===== config.mk =====
export PLATFORM = sky130hd
export DESIGN_NAME = controller_command_frame_builder_core
export DESIGN_NICKNAME = d
export VERILOG_FILES = /design/src/rtl/ccfb_pkg.sv /design/src/rtl/ccfb_front.sv /design/src/rtl/ccfb_queue.sv /design/src/rtl/ccfb_back.sv /design/src/rtl/controller_command_frame_builder_core.sv
export SDC_FILE = /design/constraint.sdc
export NUM_CORES = 1
export LEC_CHECK = 0
export BUFFER_PORTS_ARGS = -buffer_cell sky130_fd_sc_hd__clkbuf_2
export CAP_MARGIN = 20
export CORE_MARGIN = 2
export CORE_UTILIZATION = 30
export CTS_BUF_LIST = sky130_fd_sc_hd__clkbuf_2
export DETAILED_ROUTE_END_ITERATION = 10
export MAX_ROUTING_LAYER = met4
export SLEW_MARGIN = 30
export SYNTH_ARGS = -nofsm -noshare
export SYNTH_HDL_FRONTEND = slang
export SYNTH_SLANG_ARGS = --single-unit

===== constraint.sdc =====
create_clock -name i_clk -period 5.5 [get_ports i_clk]
set_input_delay 0.55 -clock i_clk [delete_from_list [all_inputs] [get_ports i_clk]]
set_output_delay 0.55 -clock i_clk [all_outputs]
set_load 0.01 [all_outputs]

===== src/rtl/ccfb_pkg.sv =====
// shared types, constants and functions of the command frame builder
// no dependencies; used by every module under rtl
`default_nettype none

package ccfb_pkg;

    typedef enum logic [1:0] {
        OP_SET_PRESS  = 2'd0,
        OP_READ_PRESS = 2'd1,
        OP_SET_PID    = 2'd2,
        OP_READ_PID   = 2'd3
    } t_op;

    // one command frame ready to serialize
    typedef struct packed {
        logic [7:0] addr;
        logic [7:0] regn;
        logic [7:0] sub;
        logic [7:0] lo;
        logic [7:0] hi;
        logic       last;   // final frame of its request
    } t_frame;

    // front status seen by the top level
    typedef struct packed {
        logic busy;
        logic push;
        logic fin;
    } t_front_stat;

    localparam logic [7:0]  SYNC_BYTE       = 8'h5E;
    localparam logic [7:0]  REG_PRESS       = 8'h19;
    localparam logic [7:0]  SUB_PRESS_SET   = 8'h80;
    localparam logic [7:0]  SUB_PRESS_READ  = 8'h00;
    localparam logic [7:0]  ADDR_PRESS_BASE = 8'h0A;
    localparam logic [7:0]  ADDR_PRESS_LAST = 8'h0C;
    localparam logic [7:0]  CHAN_FIRST      = 8'd1;
    localparam logic [7:0]  CHAN_LAST       = 8'd3;
    localparam logic [2:0]  PID_ALL_IDX     = 3'd5;
    localparam logic [2:0]  PID_LAST_IDX    = 3'd4;
    localparam logic [2:0]  PRESS_LAST_CNT  = 3'd2;
    localparam logic [15:0] CHK_INIT        = 16'hFFFF;
    localparam logic [15:0] CHK_POLY        = 16'h1021;
    localparam logic [31:0] PID_BODY_RESET  = 32'h0000_8116;
    localparam int          QUEUE_DEPTH     = 4;
    localparam int          QUEUE_AW        = $clog2(QUEUE_DEPTH);

    localparam logic [2:0]  POS_SUB = 3'd3;
    localparam logic [2:0]  POS_HI  = 3'd5;
    localparam logic [2:0]  POS_END = 3'd7;

    function automatic logic [7:0] pid_reg(input logic [2:0] idx);
        logic [7:0] r;
        unique case (idx)
            3'd3:    r = 8'h17;
            3'd4:    r = 8'h18;
            default: r = 8'h16;
        endcase
        return r;
    endfunction

    function automatic logic [7:0] pid_read_sub(input logic [2:0] idx);
        logic [7:0] r;
        unique case (idx)
            3'd0:    r = 8'h01;
            3'd1:    r = 8'h02;
            3'd2:    r = 8'h03;
            default: r = 8'h00;
        endcase
        return r;
    endfunction

    function automatic logic [7:0] pid_set_sub(input logic [2:0] idx);
        logic [7:0] r;
        unique case (idx)
            3'd0:    r = 8'h81;
            3'd1:    r = 8'h82;
            3'd2:    r = 8'h83;
            default: r = 8'h80;
        endcase
        return r;
    endfunction

    // reflected check update over one byte, lsb first
    function automatic logic [15:0] check_byte(input logic [15:0] c_in,
                                               input logic [7:0]  d);
        logic [15:0] c;
        c = c_in;
        for (int b = 0; b < 8; b++) begin
            if (c[0] ^ d[b]) begin
                c = (c >> 1) ^ CHK_POLY;
            end else begin
                c = c >> 1;
            end
        end
        return c;
    endfunction

endpackage

`default_nettype wire


===== src/rtl/ccfb_front.sv =====
// request front end: takes requests, keeps address and pid body state,
// expands each request into frame descriptors; uses ccfb_pkg
`default_nettype none

module ccfb_front (
    input  wire logic                 i_clk,
    input  wire logic                 i_rst_n,
    input  wire logic                 i_valid,
    output logic                      o_ready,
    input  wire ccfb_pkg::t_op        i_op,
    input  wire logic [7:0]           i_addr,
    input  wire logic [2:0]           i_idx,
    input  wire logic [15:0]          i_value,
    input  wire logic                 i_full,
    output ccfb_pkg::t_frame          o_frame,
    output ccfb_pkg::t_front_stat     o_stat
);

    logic              r_busy, n_busy;
    logic [2:0]        r_cnt, n_cnt;
    logic [2:0]        r_last_cnt, n_last_cnt;
    ccfb_pkg::t_op     r_op, n_op;
    logic [7:0]        r_addr, n_addr;
    logic [2:0]        r_idx, n_idx;
    logic [15:0]       r_val, n_val;
    logic [7:0]        r_press, n_press;
    logic [31:0]       r_body, n_body;

    logic       push, fin, accept, has_frames;
    logic [2:0] last_cnt;
    logic [2:0] k;

    assign push    = r_busy && !i_full;
    assign fin     = (r_cnt == r_last_cnt);
    assign o_ready = !r_busy || (push && fin);
    assign accept  = i_valid && o_ready;

    // frame count of the incoming request
    always_comb begin
        has_frames = 1'b1;
        last_cnt   = 3'd0;
        unique case (i_op)
            ccfb_pkg::OP_SET_PRESS,
            ccfb_pkg::OP_SET_PID:    last_cnt = 3'd0;
            ccfb_pkg::OP_READ_PRESS: last_cnt = ccfb_pkg::PRESS_LAST_CNT;
            ccfb_pkg::OP_READ_PID: begin
                if (i_idx == ccfb_pkg::PID_ALL_IDX) begin
                    last_cnt = ccfb_pkg::PID_LAST_IDX;
                end else if (i_idx > ccfb_pkg::PID_ALL_IDX) begin
                    has_frames = 1'b0;
                end
            end
            default: has_frames = 1'b0;
        endcase
    end

    always_comb begin
        n_busy     = r_busy;
        n_cnt      = r_cnt;
        n_last_cnt = r_last_cnt;
        n_op       = r_op;
        n_addr     = r_addr;
        n_idx      = r_idx;
        n_val      = r_val;
        n_press    = r_press;
        n_body     = r_body;
        if (push) begin
            n_cnt = r_cnt + 3'd1;
            if (fin) begin
                n_busy = 1'b0;
            end
        end
        if (accept) begin
            n_busy     = has_frames;
            n_cnt      = 3'd0;
            n_last_cnt = last_cnt;
            n_op       = i_op;
            n_addr     = i_addr;
            n_idx      = i_idx;
            n_val      = i_value;
            if (i_op == ccfb_pkg::OP_SET_PRESS && i_addr >= ccfb_pkg::CHAN_FIRST
                    && i_addr <= ccfb_pkg::CHAN_LAST) begin
                n_press = ccfb_pkg::ADDR_PRESS_BASE + (i_addr - ccfb_pkg::CHAN_FIRST);
            end
            // out-of-range index keeps the stored body
            if (i_op == ccfb_pkg::OP_SET_PID && i_idx <= ccfb_pkg::PID_LAST_IDX) begin
                n_body = {i_value[15:8], i_value[7:0],
                          ccfb_pkg::pid_set_sub(i_idx), ccfb_pkg::pid_reg(i_idx)};
            end
        end
    end

    always_ff @(posedge i_clk) begin
        if (!i_rst_n) begin
            r_busy  <= 1'b0;
            r_press <= 8'd0;
            r_body  <= ccfb_pkg::PID_BODY_RESET;
        end else begin
            r_busy  <= n_busy;
            r_press <= n_press;
            r_body  <= n_body;
        end
        r_cnt      <= n_cnt;
        r_last_cnt <= n_last_cnt;
        r_op       <= n_op;
        r_addr     <= n_addr;
        r_idx      <= n_idx;
        r_val      <= n_val;
    end

    // descriptor of the frame at r_cnt
    always_comb begin
        k       = (r_idx == ccfb_pkg::PID_ALL_IDX) ? r_cnt : r_idx;
        o_frame = '0;
        o_frame.last = fin;
        unique case (r_op)
            ccfb_pkg::OP_SET_PRESS: begin
                o_frame.addr = r_press;
                o_frame.regn = ccfb_pkg::REG_PRESS;
                o_frame.sub  = ccfb_pkg::SUB_PRESS_SET;
                o_frame.lo   = r_val[7:0];
                o_frame.hi   = r_val[15:8];
            end
            ccfb_pkg::OP_READ_PRESS: begin
                o_frame.addr = ccfb_pkg::ADDR_PRESS_BASE + {5'd0, r_cnt};
                o_frame.regn = ccfb_pkg::REG_PRESS;
                o_frame.sub  = ccfb_pkg::SUB_PRESS_READ;
            end
            ccfb_pkg::OP_SET_PID: begin
                o_frame.addr = r_addr;
                o_frame.regn = r_body[7:0];
                o_frame.sub  = r_body[15:8];
                o_frame.lo   = r_body[23:16];
                o_frame.hi   = r_body[31:24];
            end
            ccfb_pkg::OP_READ_PID: begin
                o_frame.addr = r_addr;
                o_frame.regn = ccfb_pkg::pid_reg(k);
                o_frame.sub  = ccfb_pkg::pid_read_sub(k);
            end
            default: o_frame.addr = r_addr;
        endcase
    end

    assign o_stat.busy = r_busy;
    assign o_stat.push = push;
    assign o_stat.fin  = fin;

endmodule

`default_nettype wire


===== src/rtl/ccfb_queue.sv =====
// short descriptor queue between front and back
// register array with read and write pointers; uses ccfb_pkg
`default_nettype none

module ccfb_queue (
    input  wire logic              i_clk,
    input  wire logic              i_rst_n,
    input  wire logic              i_push,
    input  wire ccfb_pkg::t_frame  i_data,
    output logic                   o_full,
    input  wire logic              i_pop,
    output logic                   o_valid,
    output ccfb_pkg::t_frame       o_data
);

    localparam int AW = ccfb_pkg::QUEUE_AW;

    ccfb_pkg::t_frame r_mem [ccfb_pkg::QUEUE_DEPTH];
    logic [AW-1:0]    r_wr, n_wr;
    logic [AW-1:0]    r_rd, n_rd;
    logic [AW:0]      r_count, n_count;
    logic             do_push, do_pop;

    assign o_full  = (r_count == (AW+1)'(ccfb_pkg::QUEUE_DEPTH));
    assign o_valid = (r_count != '0);
    assign o_data  = r_mem[r_rd];
    assign do_push = i_push && !o_full;
    assign do_pop  = i_pop && o_valid;

    always_comb begin
        n_wr    = do_push ? r_wr + 1'b1 : r_wr;
        n_rd    = do_pop ? r_rd + 1'b1 : r_rd;
        n_count = r_count;
        if (do_push && !do_pop) begin
            n_count = r_count + 1'b1;
        end else if (do_pop && !do_push) begin
            n_count = r_count - 1'b1;
        end
    end

    always_ff @(posedge i_clk) begin
        if (!i_rst_n) begin
            r_wr    <= '0;
            r_rd    <= '0;
            r_count <= '0;
        end else begin
            r_wr    <= n_wr;
            r_rd    <= n_rd;
            r_count <= n_count;
        end
        if (do_push) begin
            r_mem[r_wr] <= i_data;
        end
    end

endmodule

`default_nettype wire


===== src/rtl/ccfb_back.sv =====
// frame serializer: one byte per cycle into a registered output while it is not
// stalled, check word folded in byte by byte; uses ccfb_pkg
`default_nettype none

module ccfb_back (
    input  wire logic              i_clk,
    input  wire logic              i_rst_n,
    input  wire logic              i_valid,
    input  wire ccfb_pkg::t_frame  i_frame,
    output logic                   o_pop,
    output logic                   o_tvalid,
    input  wire logic              i_tready,
    output logic [7:0]             o_tdata,
    output logic                   o_tlast
);

    logic             r_active, n_active;
    ccfb_pkg::t_frame r_frame, n_frame;
    logic [2:0]       r_pos, n_pos;
    logic [15:0]      r_chk, n_chk;
    logic             r_tvalid, n_tvalid;
    logic [7:0]       r_tdata, n_tdata;
    logic             r_tlast, n_tlast;

    logic        adv;
    logic [7:0]  cur_byte;
    logic [15:0] chk_out;

    assign adv     = !r_tvalid || i_tready;
    assign chk_out = r_chk + 16'd1;
    assign o_pop   = i_valid && (!r_active || (adv && r_pos == ccfb_pkg::POS_END));

    always_comb begin
        unique case (r_pos)
            3'd0:    cur_byte = ccfb_pkg::SYNC_BYTE;
            3'd1:    cur_byte = r_frame.addr;
            3'd2:    cur_byte = r_frame.regn;
            3'd3:    cur_byte = r_frame.sub;
            3'd4:    cur_byte = r_frame.lo;
            3'd5:    cur_byte = r_frame.hi;
            3'd6:    cur_byte = chk_out[7:0];
            default: cur_byte = chk_out[15:8];
        endcase
    end

    always_comb begin
        n_active = r_active;
        n_frame  = r_frame;
        n_pos    = r_pos;
        n_chk    = r_chk;
        n_tvalid = r_tvalid;
        n_tdata  = r_tdata;
        n_tlast  = r_tlast;
        if (adv) begin
            n_tvalid = r_active;
            n_tdata  = cur_byte;
            n_tlast  = r_frame.last && (r_pos == ccfb_pkg::POS_END);
            if (r_active) begin
                n_pos = r_pos + 3'd1;
                if (r_pos >= ccfb_pkg::POS_SUB && r_pos <= ccfb_pkg::POS_HI) begin
                    n_chk = ccfb_pkg::check_byte(r_chk, cur_byte);
                end
                if (r_pos == ccfb_pkg::POS_END) begin
                    n_active = 1'b0;
                end
            end
        end
        if (o_pop) begin
            n_active = 1'b1;
            n_frame  = i_frame;
            n_pos    = 3'd0;
            n_chk    = ccfb_pkg::CHK_INIT;
        end
    end

    always_ff @(posedge i_clk) begin
        if (!i_rst_n) begin
            r_active <= 1'b0;
            r_tvalid <= 1'b0;
        end else begin
            r_active <= n_active;
            r_tvalid <= n_tvalid;
        end
        r_frame <= n_frame;
        r_pos   <= n_pos;
        r_chk   <= n_chk;
        r_tdata <= n_tdata;
        r_tlast <= n_tlast;
    end

    assign o_tvalid = r_tvalid;
    assign o_tdata  = r_tdata;
    assign o_tlast  = r_tlast;

endmodule

`default_nettype wire


===== src/rtl/controller_command_frame_builder_core.sv =====
// top level of the pressure controller command frame builder
// depends on ccfb_pkg, ccfb_front, ccfb_queue, ccfb_back
//
// usage:
//   s_axis carries one request per item: tuser is the operation (set pressure,
//   read pressures, set pid parameter, read pid parameter); tdata holds the
//   address or channel, the pid parameter index and the 16-bit value.
//   m_axis carries the command frames one byte per item, 8 bytes per frame;
//   tlast marks the final byte caused by a request. a read of pid index 6 or 7
//   gives no bytes at all.
// timing:
//   the first byte passes the front, queue, serializer and output registers.
//   the back end sends one byte per cycle while m_axis_tready is high, with
//   no gap between frames, so a request is 1, 3 or 5 frames of 8 bytes; that
//   byte rate is the limit. the front queues one frame per cycle into a 4-deep
//   descriptor queue unless it is full, takes the next request in the cycle its
//   last frame is queued, so short requests go back to back while bytes drain.
// reset: synchronous, active low; clears the queue and the output, sets the
//   pressure address to zero and the stored pid body to 0x16 0x81 0x00 0x00.
// stall: when m_axis_tready is low the output byte holds, the serializer
//   waits, the queue fills and s_axis_tready drops once it is full.
`default_nettype none

module controller_command_frame_builder_core (
    input  wire logic        i_clk,
    input  wire logic        i_rst_n,
    input  wire logic        s_axis_tvalid,
    output logic             s_axis_tready,
    input  wire logic [31:0] s_axis_tdata,   // address[7:0], parameter_index[10:8],
                                             // value[26:11], zero[31:27]
    input  wire logic [1:0]  s_axis_tuser,   // operation[1:0]
    output logic             m_axis_tvalid,
    input  wire logic        m_axis_tready,
    output logic [7:0]       m_axis_tdata,   // frame_byte[7:0]
    output logic             m_axis_tlast    // last
);

    ccfb_pkg::t_frame      front_frame;
    ccfb_pkg::t_frame      q_frame;
    ccfb_pkg::t_front_stat front_stat;
    logic                  q_full;
    logic                  q_valid;
    logic                  back_pop;

    // request expansion and state update
    ccfb_front u_front (
        .i_clk   (i_clk),
        .i_rst_n (i_rst_n),
        .i_valid (s_axis_tvalid),
        .o_ready (s_axis_tready),
        .i_op    (ccfb_pkg::t_op'(s_axis_tuser)),
        .i_addr  (s_axis_tdata[7:0]),
        .i_idx   (s_axis_tdata[10:8]),
        .i_value (s_axis_tdata[26:11]),
        .i_full  (q_full),
        .o_frame (front_frame),
        .o_stat  (front_stat)
    );

    // decouples expansion from the byte stream
    ccfb_queue u_queue (
        .i_clk   (i_clk),
        .i_rst_n (i_rst_n),
        .i_push  (front_stat.push),
        .i_data  (front_frame),
        .o_full  (q_full),
        .i_pop   (back_pop),
        .o_valid (q_valid),
        .o_data  (q_frame)
    );

    // byte serializer with check word
    ccfb_back u_back (
        .i_clk    (i_clk),
        .i_rst_n  (i_rst_n),
        .i_valid  (q_valid),
        .i_frame  (q_frame),
        .o_pop    (back_pop),
        .o_tvalid (m_axis_tvalid),
        .i_tready (m_axis_tready),
        .o_tdata  (m_axis_tdata),
        .o_tlast  (m_axis_tlast)
    );

    // a queued frame never lands in a full queue
    a_no_push_full: assert property (@(posedge i_clk) disable iff (!i_rst_n)
        front_stat.push |-> !q_full)
        else $error("frame pushed into full queue");

    // a new request while expanding only on the cycle the last frame is queued
    a_accept_on_finish: assert property (@(posedge i_clk) disable iff (!i_rst_n)
        (s_axis_tvalid && s_axis_tready && front_stat.busy)
            |-> (front_stat.push && front_stat.fin))
        else $error("request taken while still expanding");

    // serializer only loads when a frame is waiting
    a_pop_valid: assert property (@(posedge i_clk) disable iff (!i_rst_n)
        back_pop |-> q_valid)
        else $error("pop from empty queue");

endmodule

`default_nettype wire

# After elaboration in Yosys (flattened, before gate mapping)
# Memory sizes are Yosys's and may differ from the RTL's. A register that Yosys moved wholly into a read port is not among the register bits.
# Index checks and enable logic that the tools add are counted.
[op_classes]
mux = 53
div = 0
reduce_logical = 39
n_shift = 0
order_cmp = 6
addsub = 10
n_eq_ne = 25
multipliers = 0
bitwise_logic = 16
[ops]
columns = ["op", "n"]
rows = [
  ["$mux W16", 21],
  ["$mux W13", 8],
  ["$pmux W24 S4", 1],
  ["$pmux W8 S7", 1],
  ["$pmux W16 S2", 1],
  ["$eq A3 B3 Y1 const B", 9],
  ["$not A3 Y3", 8],
  ["$eq A3 B2 Y1 const B", 6],
  ["$add A16 B1 Y16 const B", 1],
  ["$pmux W4 S2", 2],
  ["$logic_and A1 B1 Y1", 14],
  ["$mux W1", 12],
  ["$mux W3", 4],
  ["$pmux W2 S3", 2],
  ["$add A3 B1 Y3 const B", 3],
  ["$eq A3 B1 Y1 const B", 3],
  ["$logic_not A3 Y1", 3],
  ["$pmux W3 S3", 1],
  ["$add A4 B8 Y8 const A", 1],
  ["$eq A2 B2 Y1 const B", 4],
  ["$ge A8 B1 Y1 const B", 1],
  ["$le A8 B2 Y1 const B", 1],
  ["$reduce_and A2 Y1", 4],
  ["$reduce_bool A2 Y1", 4],
  ["16 further kinds", 34],
]
[word_totals]
ram_bits = 164
latch_bits = 0
romBits = 0
register_bits = 113
n_memories = 1
in_bits = 38
[memory_table]
columns = ["memory", "depth", "word_bits", "rd", "rd_ports_with_merged_regs", "wr", "line_no", "rtl"]
rows = [
  ["u_queue.r_mem", 4, 41, 1, 1, 1, "ccfb_queue.sv:18", "ccfb_pkg::t_frame r_mem [ccfb_pkg::QUEUE_DEPTH];"],
]

# Logic depth before layout (Yosys ltp)
# Gate-level depths: netlist of run 1.
[logic_depth]
word_depth = 39
ltp_mapped = 14
depth_no_buf = 11

# Modules after synthesis
# Synthesis of run 1 repeated with hierarchy kept, for this count alone.
[unflattened]
hier_cells = 837
hier_area_um2 = 12861.1
[modules_own_cells]
columns = ["mod", "cells_per_inst", "instances", "area_per_inst_um2"]
rows = [
  ["ccfb_queue", 263, 1, 6451.2],
  ["ccfb_back", 275, 1, 3379.5],
  ["ccfb_front", 299, 1, 3030.4],
]

# Worst setup path before layout of run 1
# Ideal clock, no wire load.
[synth_path]
kind = "register to register"
startpoint = "reg u_back.r_pos[2]"
endpoint = "reg u_back.r_chk[0]"
t_required_ns = 5.436
stages_incl_launch_ff = 14
setup_time_ns = 0.064
path_slack_ns = 2.301
arrival_ns = 3.136
cell_sequence = "dfxtp_1 buf_2 buf_2 inv_1 ha_1 or4_1 buf_2 a211o_1 o311ai_1 xnor3_1 xnor3_2 xnor2_2 or3_1 nand3_1"
[synth_between]
elab_chain_cells = 39
word_cells_on_any_way = 56
classes_between = "2 x order compare; 7 x eq/ne; 30 x mux; 11 x bitwise; 6 x reduce/logical"
[synth_lines]
columns = ["item", "line_no", "rtl"]
rows = [
  ["start, declared", "ccfb_back.sv:19", "logic [2:0] r_pos, n_pos;"],
  ["start signal, assigned", "ccfb_back.sv:85", "r_pos <= n_pos;"],
  ["$eq A3 B3 Y1, or another cell as far along", "ccfb_back.sv:34", "unique case (r_pos)"],
  ["$pmux W8 S7", "ccfb_back.sv:34", ""],
  ["$xor A1 B1 Y1", "ccfb_pkg.sv:90", "if (c[0] ^ d[b]) begin"],
  ["$mux W13", "ccfb_pkg.sv:90", ""],
  ["$mux W16", "ccfb_back.sv:60", "if (r_pos >= ccfb_pkg::POS_SUB && r_pos <= ccfb_pkg::POS_HI) begin"],
  ["$mux W16", "ccfb_back.sv:58", "if (r_active) begin"],
  ["$mux W16", "ccfb_back.sv:54", "if (adv) begin"],
  ["$xor A1 B1 Y1", "ccfb_pkg.sv:90", ""],
  ["(+23 left out)", "--", ""],
  ["$mux W16", "ccfb_back.sv:54", ""],
  ["$xor A1 B1 Y1", "ccfb_pkg.sv:90", ""],
  ["$mux W13", "ccfb_pkg.sv:90", ""],
  ["$mux W16", "ccfb_back.sv:60", ""],
  ["$mux W16", "ccfb_back.sv:58", ""],
  ["$mux W16", "ccfb_back.sv:54", ""],
  ["$xor A1 B1 Y1", "ccfb_pkg.sv:90", ""],
  ["$mux W13", "ccfb_pkg.sv:90", ""],
  ["end signal, assigned", "ccfb_back.sv:86", "r_chk <= n_chk;"],
  ["end, declared", "ccfb_back.sv:20", "logic [15:0] r_chk, n_chk;"],
]
# Several ways; a longest one is shown, not always the timed one. The select of a mux whose other input is x is not followed.
# A chain may end at the register's enable or synchronous reset.

# Worst setup path in the final report of run 1
[layout_path]
startpoint = "reg u_back.r_pos[1]"
endpoint = "reg u_back.r_chk[4]"
[layout_between]
elab_chain_cells = 38
word_cells_on_any_way = 53
classes_between = "2 x order compare; 7 x eq/ne; 30 x mux; 8 x bitwise; 6 x reduce/logical"
[layout_lines]
columns = ["item", "line_no"]
rows = [
  ["$eq A3 B3 Y1, or another cell as far along", "ccfb_back.sv:34"],
  ["$pmux W8 S7", "ccfb_back.sv:34"],
  ["$xor A1 B1 Y1", "ccfb_pkg.sv:90"],
  ["$mux W13", "ccfb_pkg.sv:90"],
  ["$mux W16", "ccfb_back.sv:60"],
  ["$mux W16", "ccfb_back.sv:58"],
  ["$mux W16", "ccfb_back.sv:54"],
  ["$xor A1 B1 Y1", "ccfb_pkg.sv:90"],
  ["(+22 left out)", "--"],
  ["$mux W16", "ccfb_back.sv:58"],
  ["$mux W16", "ccfb_back.sv:54"],
  ["$xor A1 B1 Y1", "ccfb_pkg.sv:90"],
  ["$mux W13", "ccfb_pkg.sv:90"],
  ["$mux W16", "ccfb_back.sv:60"],
  ["$mux W16", "ccfb_back.sv:58"],
  ["$mux W16", "ccfb_back.sv:54"],
  ["$mux W13", "ccfb_pkg.sv:90"],
]
# Several ways; a longest one is shown, not always the timed one. The select of a mux whose other input is x is not followed.

==> flow_results.org, run 1 <==
** Power
- Power share of the clock group :: 17.6%
- Reported leakage power :: 4.60 nW
- PwrDens :: 623 nW/um^2
- In this run switching power makes up 38.6% of total power.
- Sequential cells burn 35.4% of the power.
- In this run the power spent charging and discharging nets is 3.01 mW.
- Internal power consumption :: 4.80 mW
- Maximum vdd drop :: 0.000486 V
- Overall power after layout :: 7.81 mW
- Combinational Power Share :: 46.9%

** Clocking
- CTS Root Cell :: clkbuf_2
- Number of buffers created by CTS :: 67
- Clock-pin slew was measured on the worst setup and hold paths at 100 ps.
- Clock tree from TritonCTS :: built
- The clock drives 254 sinks.
- H-Tree Level Count :: 3
- Clock latency of the later-clocked register in the worst-skew pair :: 860 ps
- After clock tree synthesis, the setup repair step added 0 buffers.
- The longest clock path from root to sink contains 3 buffers.

** STA
- Number of pins with negative max-slew slack in the final report :: 0
- Setup repair after global routing left no endpoint under its margin.
- Worst-margin pin slew :: 833 ps
- Measured against its own limit, the worst slew margin works out to 44.4%.
- Max Freq :: 0.279 GHz
- After routing, the total negative slack on setup checks comes to 0 ps.
- The routed design could run at a clock period as short as 3580 ps.
- Count of endpoints failing setup in the final report :: 0
- Endpoints failing hold :: 0
- Post-route clock period utilization :: 65.1%
- For the final database, setup skew stands at 73.7 ps.

** Layout
- Commonest cells after routing, fill and taps aside :: edfxtp_1 (195), clkbuf_2 (147), nand2_1 (80)
- Share of final-layout standard cells stronger than drive strength 1 :: 23.7%
- Leading cell type in the layout, fill and taps excluded :: edfxtp_1
- Final nets :: 932
- Relative to the synthesized area, the layout overhead comes to 15.6%.
- Filler instances :: 3468

** Critical path
- Grouping stages by cell kind, the critical path spends the most delay in simple AND/OR/NAND/NOR gates.
- Highest fanout seen on the critical path :: 15
- Required arrival time at the worst endpoint :: 6240 ps
- Max incr delay on CP :: 780 ps
- Cells along the critical path :: inv_1, ha_1, or4_1, nor2_1, mux2i_1, a211oi_1, xnor3_2, xnor2_4, xor2_1, and2_1, o31ai_1
- Arrival time of the worst setup path :: 4320 ps
- Together, buffers and inverters on the worst path number 1.
- Kind of start point of the critical path :: flip-flop
- STA classifies the critical path endpoint as a flip-flop.
- Critical path start-end classification :: flip-flop to flip-flop
- Slowest stage cell, crit path :: or4_1

** Floorplanning
- Number of top-level pins :: 49
- The initial utilization of the core area, before any placement, comes to 30.5%.
- The floorplan step set the die width to 194 um.
- Area of the die :: 37700 sq um
- DIE HEIGHT :: 194 um
- The initialized floorplan defines 69 standard-cell rows.
- The total area inside the core boundary comes to 35600 sq um.

** Logic synthesis
- Counting flops and latches in the post-synthesis netlist gives 254.
- Share of synthesized flip-flops with an asynchronous set or reset :: 0%
- Number of nets in the synthesized netlist :: 821
- Netlist area before placement :: 10800 sq um
- EDFF count, synth :: 195
- Synthesis produced a netlist whose cell count is 765.
- The share of the Yosys chip area taken by registers is 64.9%.
- Most used flip-flop cell after synthesis :: edfxtp_1
- Yosys synthesis warning count :: 0
- Mapped Avg Cell Area :: 14.2 sq um
- Synth cell types :: 71

** Placed design
- IO buf count :: 43
- RD Place Congestion :: 0.809
- HPWL after detailed placement :: 13500 um

** Drt
- The pre-antenna-repair detailed-routing pass consisted of 5 iterations.
- After detailed routing, the number of vias per cell comes to 4.59.
- The detailed router placed 6399 vias in this run.
- DRC violations left :: 0
- After detailed routing, the average wire length per cell comes to 15.5 um.
- Once detail routing completed, the nets flagged for antenna violations numbered 0.
- Number of DRC markers after the initial detailed-route iteration :: 341
- Summed over all layers, the routed wires come to 21700 um.

** Global routing
- The first global-routing pass estimated 34900 um of wire.
- In the global route stage, overall resource usage came out at 12.1%.
- Largest net degree at the start of global routing :: 41
- Summed over all layers, the global routing overflow is 0.
- The via count of the first global-routing pass was 6580.
- The number of antenna violations at the first check in global routing was 3.

** Hold path
- Hold crit path type :: primary input to flip-flop

** Job
- The tool flagged a number of max-cap violations equal to 0.

** Run status
- Run status :: finished clean
==> cell families (layout without fill, tap and decap cells) <==
family,after synthesis,after routing,share of synthesized area [%]
buf+inv,65,230,2.59
simple gates,205,205,9.21
compound gates,121,121,7.70
xor+xnor,41,41,4.24
other cells,0,4,0
fa+ha+maj,18,18,2.15
flops,254,254,64.9
mux,61,61,9.22
==> power groups by stage <==
| stage | clock network (mW) | logic [mW] | registers [mW] |
|---|---|---|---|
| final | 1.38 | 3.66 | 2.76 |
| after floorplan | 0 | 3.08 | 2.68 |
| after CTS | 1.44 | 3.71 | 2.77 |
| after global placement | 0 | 3.62 | 2.80 |
| after detailed placement | 0 | 3.67 | 2.81 |
| after global routing | 1.55 | 4.05 | 2.81 |
==> layer usage <==
layer / track usage, % / vias to the layer above / routed length [um]
li1: - / 3128 / -
met1: 15.5 / 3088 / 10200
met2: 18.3 / 146 / 9990
met3: 2.96 / 37 / 1050
met4: 5.16 / 0 / 419
met5: - / - / 0
==> cell type report <==
| type | instances | area, sq um | share of cell area [%] |
|---|---|---|---|
| clock inverter | 19 | 150 | 1.20 |
| sequential | 254 | 7040 | 56.1 |
| inverter | 20 | 75.1 | 0.599 |
| antenna | 4 | 10.0 | 0.0798 |
| multi-input combinational | 446 | 3540 | 28.3 |
| clock buffer | 104 | 520 | 4.15 |
| timing repair buffer | 87 | 621 | 4.95 |
| tap | 461 | 577 | 4.60 |
==> flip-flops by register name, indices dropped and copies added (netlist names) <==
signal              count
u_back.r_frame         31
u_back.o_tdata          8
u_back.r_chk           14
u_front.r_addr          8
u_front.r_op            2
u_queue.r_rd            2
u_front.r_busy          1
u_queue.r_wr            2
u_front.r_idx           3
u_front.r_cnt           3
u_back.r_pos            3
u_queue.r_mem         124
u_back.r_active         1
u_back.o_tvalid         1
u_front.r_val          16
u_queue.r_count         3
u_front.r_last_cnt      2
u_back.o_tlast          1
u_front.r_press         8
u_front.r_body         21
==> path summary, 6_finish.rpt <==
kind / startpoint / endpoint / slack (ps) / depth (start not counted)
worst min register to register: u_front.r_body[18]$_SDFFE_PN0P_ / u_front.r_body[18]$_SDFFE_PN0P_ / 470 / 2
worst max register to register: u_back.r_pos[1]$_SDFFE_PP0P_ / u_back.r_chk[4]$_SDFFE_PP1P_ / 1920 / 11
worst min-delay path: i_rst_n / u_front.r_body[2]$_SDFFE_PN1P_ / 190 / 3
worst max-delay path: u_back.r_pos[1]$_SDFFE_PP0P_ / u_back.r_chk[4]$_SDFFE_PP1P_ / 1920 / 11
==> what timing repair did <==
action	in CTS	in global routing
endpoints found under the hold margin	48	0
hold buffers	30	0
gates resized for setup	0	0
==> through the flow <==
| stage | instances | cell area [sq um] | util [%] | hold WS [ps] | setup slack [ps] |
|---|---|---|---|---|---|
| finish | 1395 | 12500 | 35.2 | 191 | 1920 |
| global route | 1395 | 12500 | 35.2 | 123 | 1640 |
| CTS | 1391 | 12500 | 35.2 | 114 | 1900 |
| detailed placement | 1238 | 11600 | 32.5 | 454 | 1970 |
| global placement | 1238 | 11500 | 32.4 | 440 | 1700 |
| floorplan | 765 | 10800 | - | 432 | 2300 |
==> Yosys cell counts, types with 16 or more instances <==
library cell / number / area, sq um
nand2_1: 80 / 300
xnor2_1: 21 / 184
ha_1: 17 / 213
dfxtp_1: 59 / 1180
clkbuf_1: 26 / 97.6
o21ai_0: 23 / 115
a21boi_0: 23 / 173
a21oi_1: 24 / 120
mux4_2: 31 / 698
mux2i_1: 29 / 290
edfxtp_1: 195 / 5860
and2_1: 16 / 100
nor2_1: 40 / 150
inv_1: 17 / 63.8
==> worst min-delay path, cell delays in order <==
cell	delay (ps)
clkbuf_2	80
buf_4	250
o21ai_0	110
(Power assumes the default switching activity.)
==> run 2: changes to the inputs <==
clock period = 3.52 ns   (was 5.5 ns; I/O delays follow)
==> flow_results.org, run 2 (same netlist as run 1, synthesis figures left out) <==
** Drt
- Count of antenna-violating nets left after detailed routing :: 0
- Detailed routing placed a total of 1030 um of wire on met3.
- For this run, design rule violations remaining after detail routing come to 0.
- Using the TritonRoute via totals, the vias-per-cell ratio works out to 4.55.
- After detailed routing, the met2 layer carries 10200 um of wire.
- Number of DRC markers after the initial detailed-route iteration :: 303
- Routed wire length :: 21800 um
- Met1 Wirelength :: 10300 um
- Mean routed wirelength per cell :: 15.4 um
- Top routing layer used :: met4
- Drt first pass iters :: 5
- Total via count in the routed design :: 6412

** Layout
- Layout area overhead :: 16.6%
- Leading cell type in the layout, fill and taps excluded :: edfxtp_1
- Cells with a size suffix above 1 make up 25.8% of the layout.
- The largest registers in the layout are u_queue.r_mem: 124 flops, u_back.r_frame: 31 flops, u_front.r_body: 21 flops.
- The register with the most flip-flops in the layout has 124 of them.
- Utilization after layout :: 35.5%
- The net count of the finished layout is 950.
- Final std cell area, no fill :: 12600 sq um
- Filler-free cell count of the finished design :: 1409
- The top cell types in the final layout, fill and taps aside, are edfxtp_1 (195), clkbuf_2 (155), nand2_1 (80).
- Ranked by flip-flop count, first place goes to u_queue.r_mem.

** Floorplanning
- Row count :: 69
- The initial utilization of the core area, before any placement, comes to 30.5%.
- The die is 194 um tall.
- DIE WIDTH :: 194 um
- The die covers 37700 sq um.
- Core region area :: 35600 sq um
- Pin placement for this block handled 49 I/O pins.

** Power
- Power spread over the standard cell area amounts to 994 nW/um^2.
- Power share of the sequential group :: 34.2%
- VDD sags by at most 0.000765 V.
- Internal power consumption :: 7.72 mW
- Power share of the clock group :: 16.5%
- Reported leakage power :: 4.68 nW
- In this run switching power makes up 38.6% of total power.
- The analysis attributes to net switching a power of 4.85 mW.
- Combinational Power Share :: 49.3%

** Clocking
- The clock tree synthesis step divided the H-tree into 3 levels.
- Clock transition at the registers of the reported paths :: 120 ps
- Clock tree buffer depth :: 3
- Number of buffers created by CTS :: 69
- Clock latency of the later-clocked register in the worst-skew pair :: 840 ps
- In this run the clock root is driven by a clkbuf_2.
- TritonCTS built the clock tree.
- Counting every sink on the clock net gives 254.

** STA
- Headroom to the max-slew limit came out at 43.6%.
- After routing, the total negative slack on setup checks comes to 0 ps.
- Setup repair after global routing left no endpoint under its margin.
- Count of endpoints failing setup in the final report :: 0
- Number of pins with negative max-slew slack in the final report :: 0
- Setup clock skew after layout :: 95.3 ps
- Based on the critical path, the design can be clocked at up to 0.302 GHz.
- Worst-margin pin slew :: 845 ps
- For the finished layout, the period the worst path requires is 3310 ps.
- Endpoints failing hold :: 0
- The final critical path takes up 94.2% of the cycle.

** Placed design
- HPWL after detailed placement :: 13700 um
- After detailed placement, the design holds a cell count of 1251.
- RD Place Congestion :: 0.810
- IO buf count :: 43
- Once placement finished, the instance area stood at 11600 sq um.

** Critical path
- Setup crit end kind :: flip-flop
- The worst setup path is launched from a flip-flop.
- Highest fanout seen on the critical path :: 8
- STA puts the critical path data arrival time at 3990 ps.
- Required arrival time at the worst endpoint :: 4190 ps
- Number of cells on the worst reg-to-reg path :: 11
- The worst setup path is of the flip-flop to flip-flop kind.

** Job
- Max-cap violations in this run came to 0.

** Run status
- The flow ran to the end, and the final reports show no timing, DRC or antenna violations.

** Global routing
- Global router's overall resource usage :: 12.2%
- Antenna violations before repair :: 1
- Global route overflow :: 0
- Global-route wire length before repair :: 35500 um
- Largest net degree at the start of global routing :: 40
- The via count of the first global-routing pass was 6621.

** Hold path
- Hold depth :: 2
- The path class of the tightest hold or removal check is primary input to flip-flop.
[run 2: cell count changes in the layout (fill, tap and decap cells not counted), sizes merged]
cell | before | now
clkinv | 16 | 9
bufinv | 2 | 0
buf | 14 | 29
dlygate4sd3 | 30 | 31
inv | 19 | 22
diode | 4 | 1
clkinvlp | 2 | 1
clkbuf | 147 | 155
[run 2: worst max-delay path, stage by stage (launching register included)]
cell,delay [ps]
dfxtp_1,360
ha_1,230
ha_1,280
or4_1,460
buf_4,190
a211o_1,220
o311ai_1,120
xnor3_1,270
xnor3_2,450
xor2_2,210
and2_1,170
o31ai_1,220
[run 2: final timing paths]
kind	end	slack, ps	from
hold reg to reg	u_front.r_body[19]$_SDFFE_PN0P_	470	u_front.r_body[19]$_SDFFE_PN0P_
setup reg to reg	u_back.r_chk[4]$_SDFFE_PP1P_	210	u_back.r_pos[0]$_SDFFE_PP0P_
setup / recovery	u_back.r_chk[4]$_SDFFE_PP1P_	210	u_back.r_pos[0]$_SDFFE_PP0P_
hold / removal	u_front.r_body[2]$_SDFFE_PN1P_	240	i_rst_n
[run 2: what timing repair did]
action | in CTS | in global routing
setup endpoints to repair | 0 | 7
hold buffers | 31 | 0
endpoints found under the hold margin | 57 | 0
setup buffers | 0 | 2
gates resized for setup | 0 | 5
[run 2: power groups by stage]
stage	Clock, mW	Sequential [mW]	Combinational, mW
final	2.07	4.30	6.19
after global routing	2.34	4.37	6.73
after floorplan	0	4.18	4.82
after detailed placement	0	4.38	5.88
after global placement	0	4.36	5.81
after CTS	2.18	4.31	5.92
[run 2: area by class of cell]
type / count / area (sq um)
diodes: 1 / 2.50
inverters: 20 / 75.1
clock inverters: 12 / 73.8
fillers: 3513 / 22900
clock buffers: 112 / 561
multi-input cells: 446 / 3560
repair buffers: 103 / 756
flip-flops and latches: 254 / 7040
well taps: 461 / 577
[run 2: metal layers]
layer,global-route usage [%],vias to the layer above
li1,-,3158
met2,18.6,145
met3,3.41,30
met1,15.8,3079
met4,3.84,0
met5,-,-
[run 2: stage by stage]
step           power [mW]  hold slack [ps]  worst slack, ps
3_5_place_dp         10.3              457              158
6_report             12.6              238              205
2_1_floorplan        9.00              432              321
3_3_place_gp         10.2              445              220
4_1_cts              12.4              118             48.7
5_1_grt              13.4              147             18.9
==> run 3: changes to the inputs <==
clock period = 3.05 ns   (was 3.52 ns; I/O delays follow)
==> flow_results.org, run 3 (same netlist as run 1, synthesis figures left out) <==
** Power
- Across the VDD grid, the largest voltage drop is 0.00114 V.
- Of the total power, registers draw 28.5%.
- Overall power after layout :: 17.4 mW
- The internal power of the cells totals 11.0 mW.
- Reported leakage power :: 4.97 nW
- The clock network burns 13.6% of the power.
- For this design the total switching power over the nets is 6.40 mW.
- In this run, the combinational gates consume 57.9% of the power.
- PwrDens :: 1310 nW/um^2
- Switching share of power :: 36.8%

** Job
- Across the run, the number of max-cap violations was 0.

** STA
- Final Critical Period :: 3090 ps
- Relative max-transition margin :: 42.2%
- Post-route clock period utilization :: 101%
- Setup repair after global routing could not meet its margin everywhere.
- The final hold violation count came to 0.
- In the final timing run, aggregate negative setup slack is -71.1 ps.
- Max Freq :: 0.324 GHz
- At the pin with the least slew margin, the transition time is 862 ps.
- Setup clock skew after layout :: 90.1 ps
- Number of pins with negative max-slew slack in the final report :: 0
- Post-layout worst setup margin :: -38.9 ps
- Count of endpoints failing setup in the final report :: 3

** Floorplanning
- The die covers 37700 sq um.
- Effective utilization at floorplan :: 30.5%
- Measured along the x axis, the die boundary spans 194 um.
- In this run the vertical extent of the chip is 194 um.
- Number of top-level pins :: 49
- The floorplan has 69 rows.
- In this run the standard cell core region covers 35600 sq um.

** Layout
- The top cell types in the final layout, fill and taps aside, are edfxtp_1 (195), clkbuf_2 (156), nand2_1 (80).
- Register containing the most flip-flops in the final layout :: u_queue.r_mem
- Relative to the synthesized area, the layout overhead comes to 22.5%.
- The register with the most flip-flops in the layout has 124 of them.
- Top Registers :: u_queue.r_mem: 124 flops, u_back.r_frame: 31 flops, u_front.r_body: 21 flops
- In the final layout, flip-flops and latches occupy 7050 sq um.
- Of the cells placed in the final design, the portion with a size suffix greater than 1 is 31.8%.
- In the final layout, the multi-input gates occupy 3750 sq um.
- Leading cell type in the layout, fill and taps excluded :: edfxtp_1
- The finished layout holds 1464 standard cells, fillers aside.
- At the end of the flow the core is filled with cells to 37.4%.
- Once layout is done, the placed cells without fillers occupy 13300 sq um.
- Fill cells in the final layout number 3504.
- Final nets :: 1002

** Clocking
- The root buffer cell chosen for the clock tree is clkbuf_2.
- Clock transition at the registers of the reported paths :: 110 ps
- H-Tree Level Count :: 3
- TritonCTS built the clock tree.
- Total number of clock tree sinks :: 254
- Number of buffers created by CTS :: 69
- For the worst-skew pair, the clock arrives at the later sink with an insertion delay of 830 ps.
- Clock tree buffer depth :: 3

** Critical path
- The startpoint identified for the worst register-to-register timing path is u_back.r_pos[0]$_SDFFE_PP0P_.
- Kind of cell adding the most delay to the critical path :: simple AND/OR/NAND/NOR gates
- Setup crit end kind :: flip-flop
- The worst setup path is launched from a flip-flop.
- Slowest stage cell, crit path :: or4_4
- Data arrives at the worst endpoint at 3770 ps.
- Sum of buffers and inverters on the critical path :: 3
- Worst setup startpoint :: u_back.r_pos[0]$_SDFFE_PP0P_
- Highest fanout seen on the critical path :: 5
- Max incr delay on CP :: 490 ps
- Required arrival time at the worst endpoint :: 3730 ps
- Critical path start-end classification :: flip-flop to flip-flop
- The critical path goes through buf_6, ha_4, or4_4, buf_6, buf_4, nand3_2, a2bb2oi_2, xnor3_2, xnor3_2, xnor2_4, or3_1, nand3_1.

** Placed design
- RD Place Congestion :: 0.812
- Detailed placement ended at an HPWL of 14300 um.
- Once placement completed, the tool counted placed cells totaling 1291.
- IO buf count :: 43
- Standard cell area after detailed placement :: 12000 sq um

** Global routing
- Global-route wire length before repair :: 36700 um
- Antenna violations before repair :: 1
- Across every metal layer, demand over resource in global routing totals 12.6%.
- The via count of the first global-routing pass is 6903.
- Largest net degree at the start of global routing :: 40
- Global route overflow :: 0

** Drt
- The routed design has 22600 um of wire.
- Drt first pass iters :: 4
- Count of antenna-violating nets left after detailed routing :: 0
- Vias per inst :: 4.56
- After detailed routing, the average wire length per cell comes to 15.4 um.
- In the routed design, unresolved DRC markers number 0.
- For this block, the initial DRC count from the detailed router was 324.
- The final route contains 6669 vias.

** Hold path
- The worst hold path begins at s_axis_tdata[25].
- The tightest min-delay check is of the primary input to flip-flop type.

** Run status
- The run finished, with violations left.
- The checks that failed: negative setup slack.
run 3: power by group through the flow:
stage	clock [mW]	sequential (mW)	combinational (mW)
after floorplan	0	4.83	5.65
after global placement	0	4.98	8.14
after detailed placement	0	4.99	8.20
after CTS	2.48	4.94	9.44
after global routing	2.69	5.03	10.9
final	2.37	4.95	10.1
run 3: per-layer routing:
metal  global-route usage [%]  vias up  share of wire (%)  wire, um
met4                     4.74        0                2.4       532
met1                     15.7     3235                 46     10400
met5                        -        -                  0         0
met3                     3.39       42                4.1       925
met2                     19.8      131                 47     10700
li1                         -     3261                  -         -
run 3: final timing paths:
path | end | depth (start not counted) | slack, ps
hold reg to reg | u_front.r_body[31]$_SDFFE_PN0P_ | 2 | 470
hold / removal | u_front.r_val[14]$_DFFE_PP_ | 2 | 200
setup reg to reg | u_back.r_chk[0]$_SDFFE_PP1P_ | 12 | -40
setup / recovery | u_back.r_chk[0]$_SDFFE_PP1P_ | 12 | -40
run 3: cell type report:
class | count | area share, %
inverters | 20 | 0.603
clock inverters | 14 | 0.490
flip-flops and latches | 254 | 53.1
well taps | 461 | 4.34
clock buffers | 113 | 4.26
diodes | 1 | 0.0188
multi-input cells | 446 | 28.2
repair buffers | 155 | 9.02
run 3: metrics by stage:
step           hold WS (ps)  setup WS (ps)
2_1_floorplan           404           19.3
3_3_place_gp            444           -119
3_5_place_dp            463           -127
4_1_cts                 102          -51.0
5_1_grt                 105           -161
6_report                197          -38.9
run 3: timing repair:
action,4_1_cts,5_1_grt
buffers inserted,8,6
resized for setup,31,15
pin swaps,6,9
hold endpoints to repair,58,0
hold buffers,31,0
setup endpoints to repair,11,12
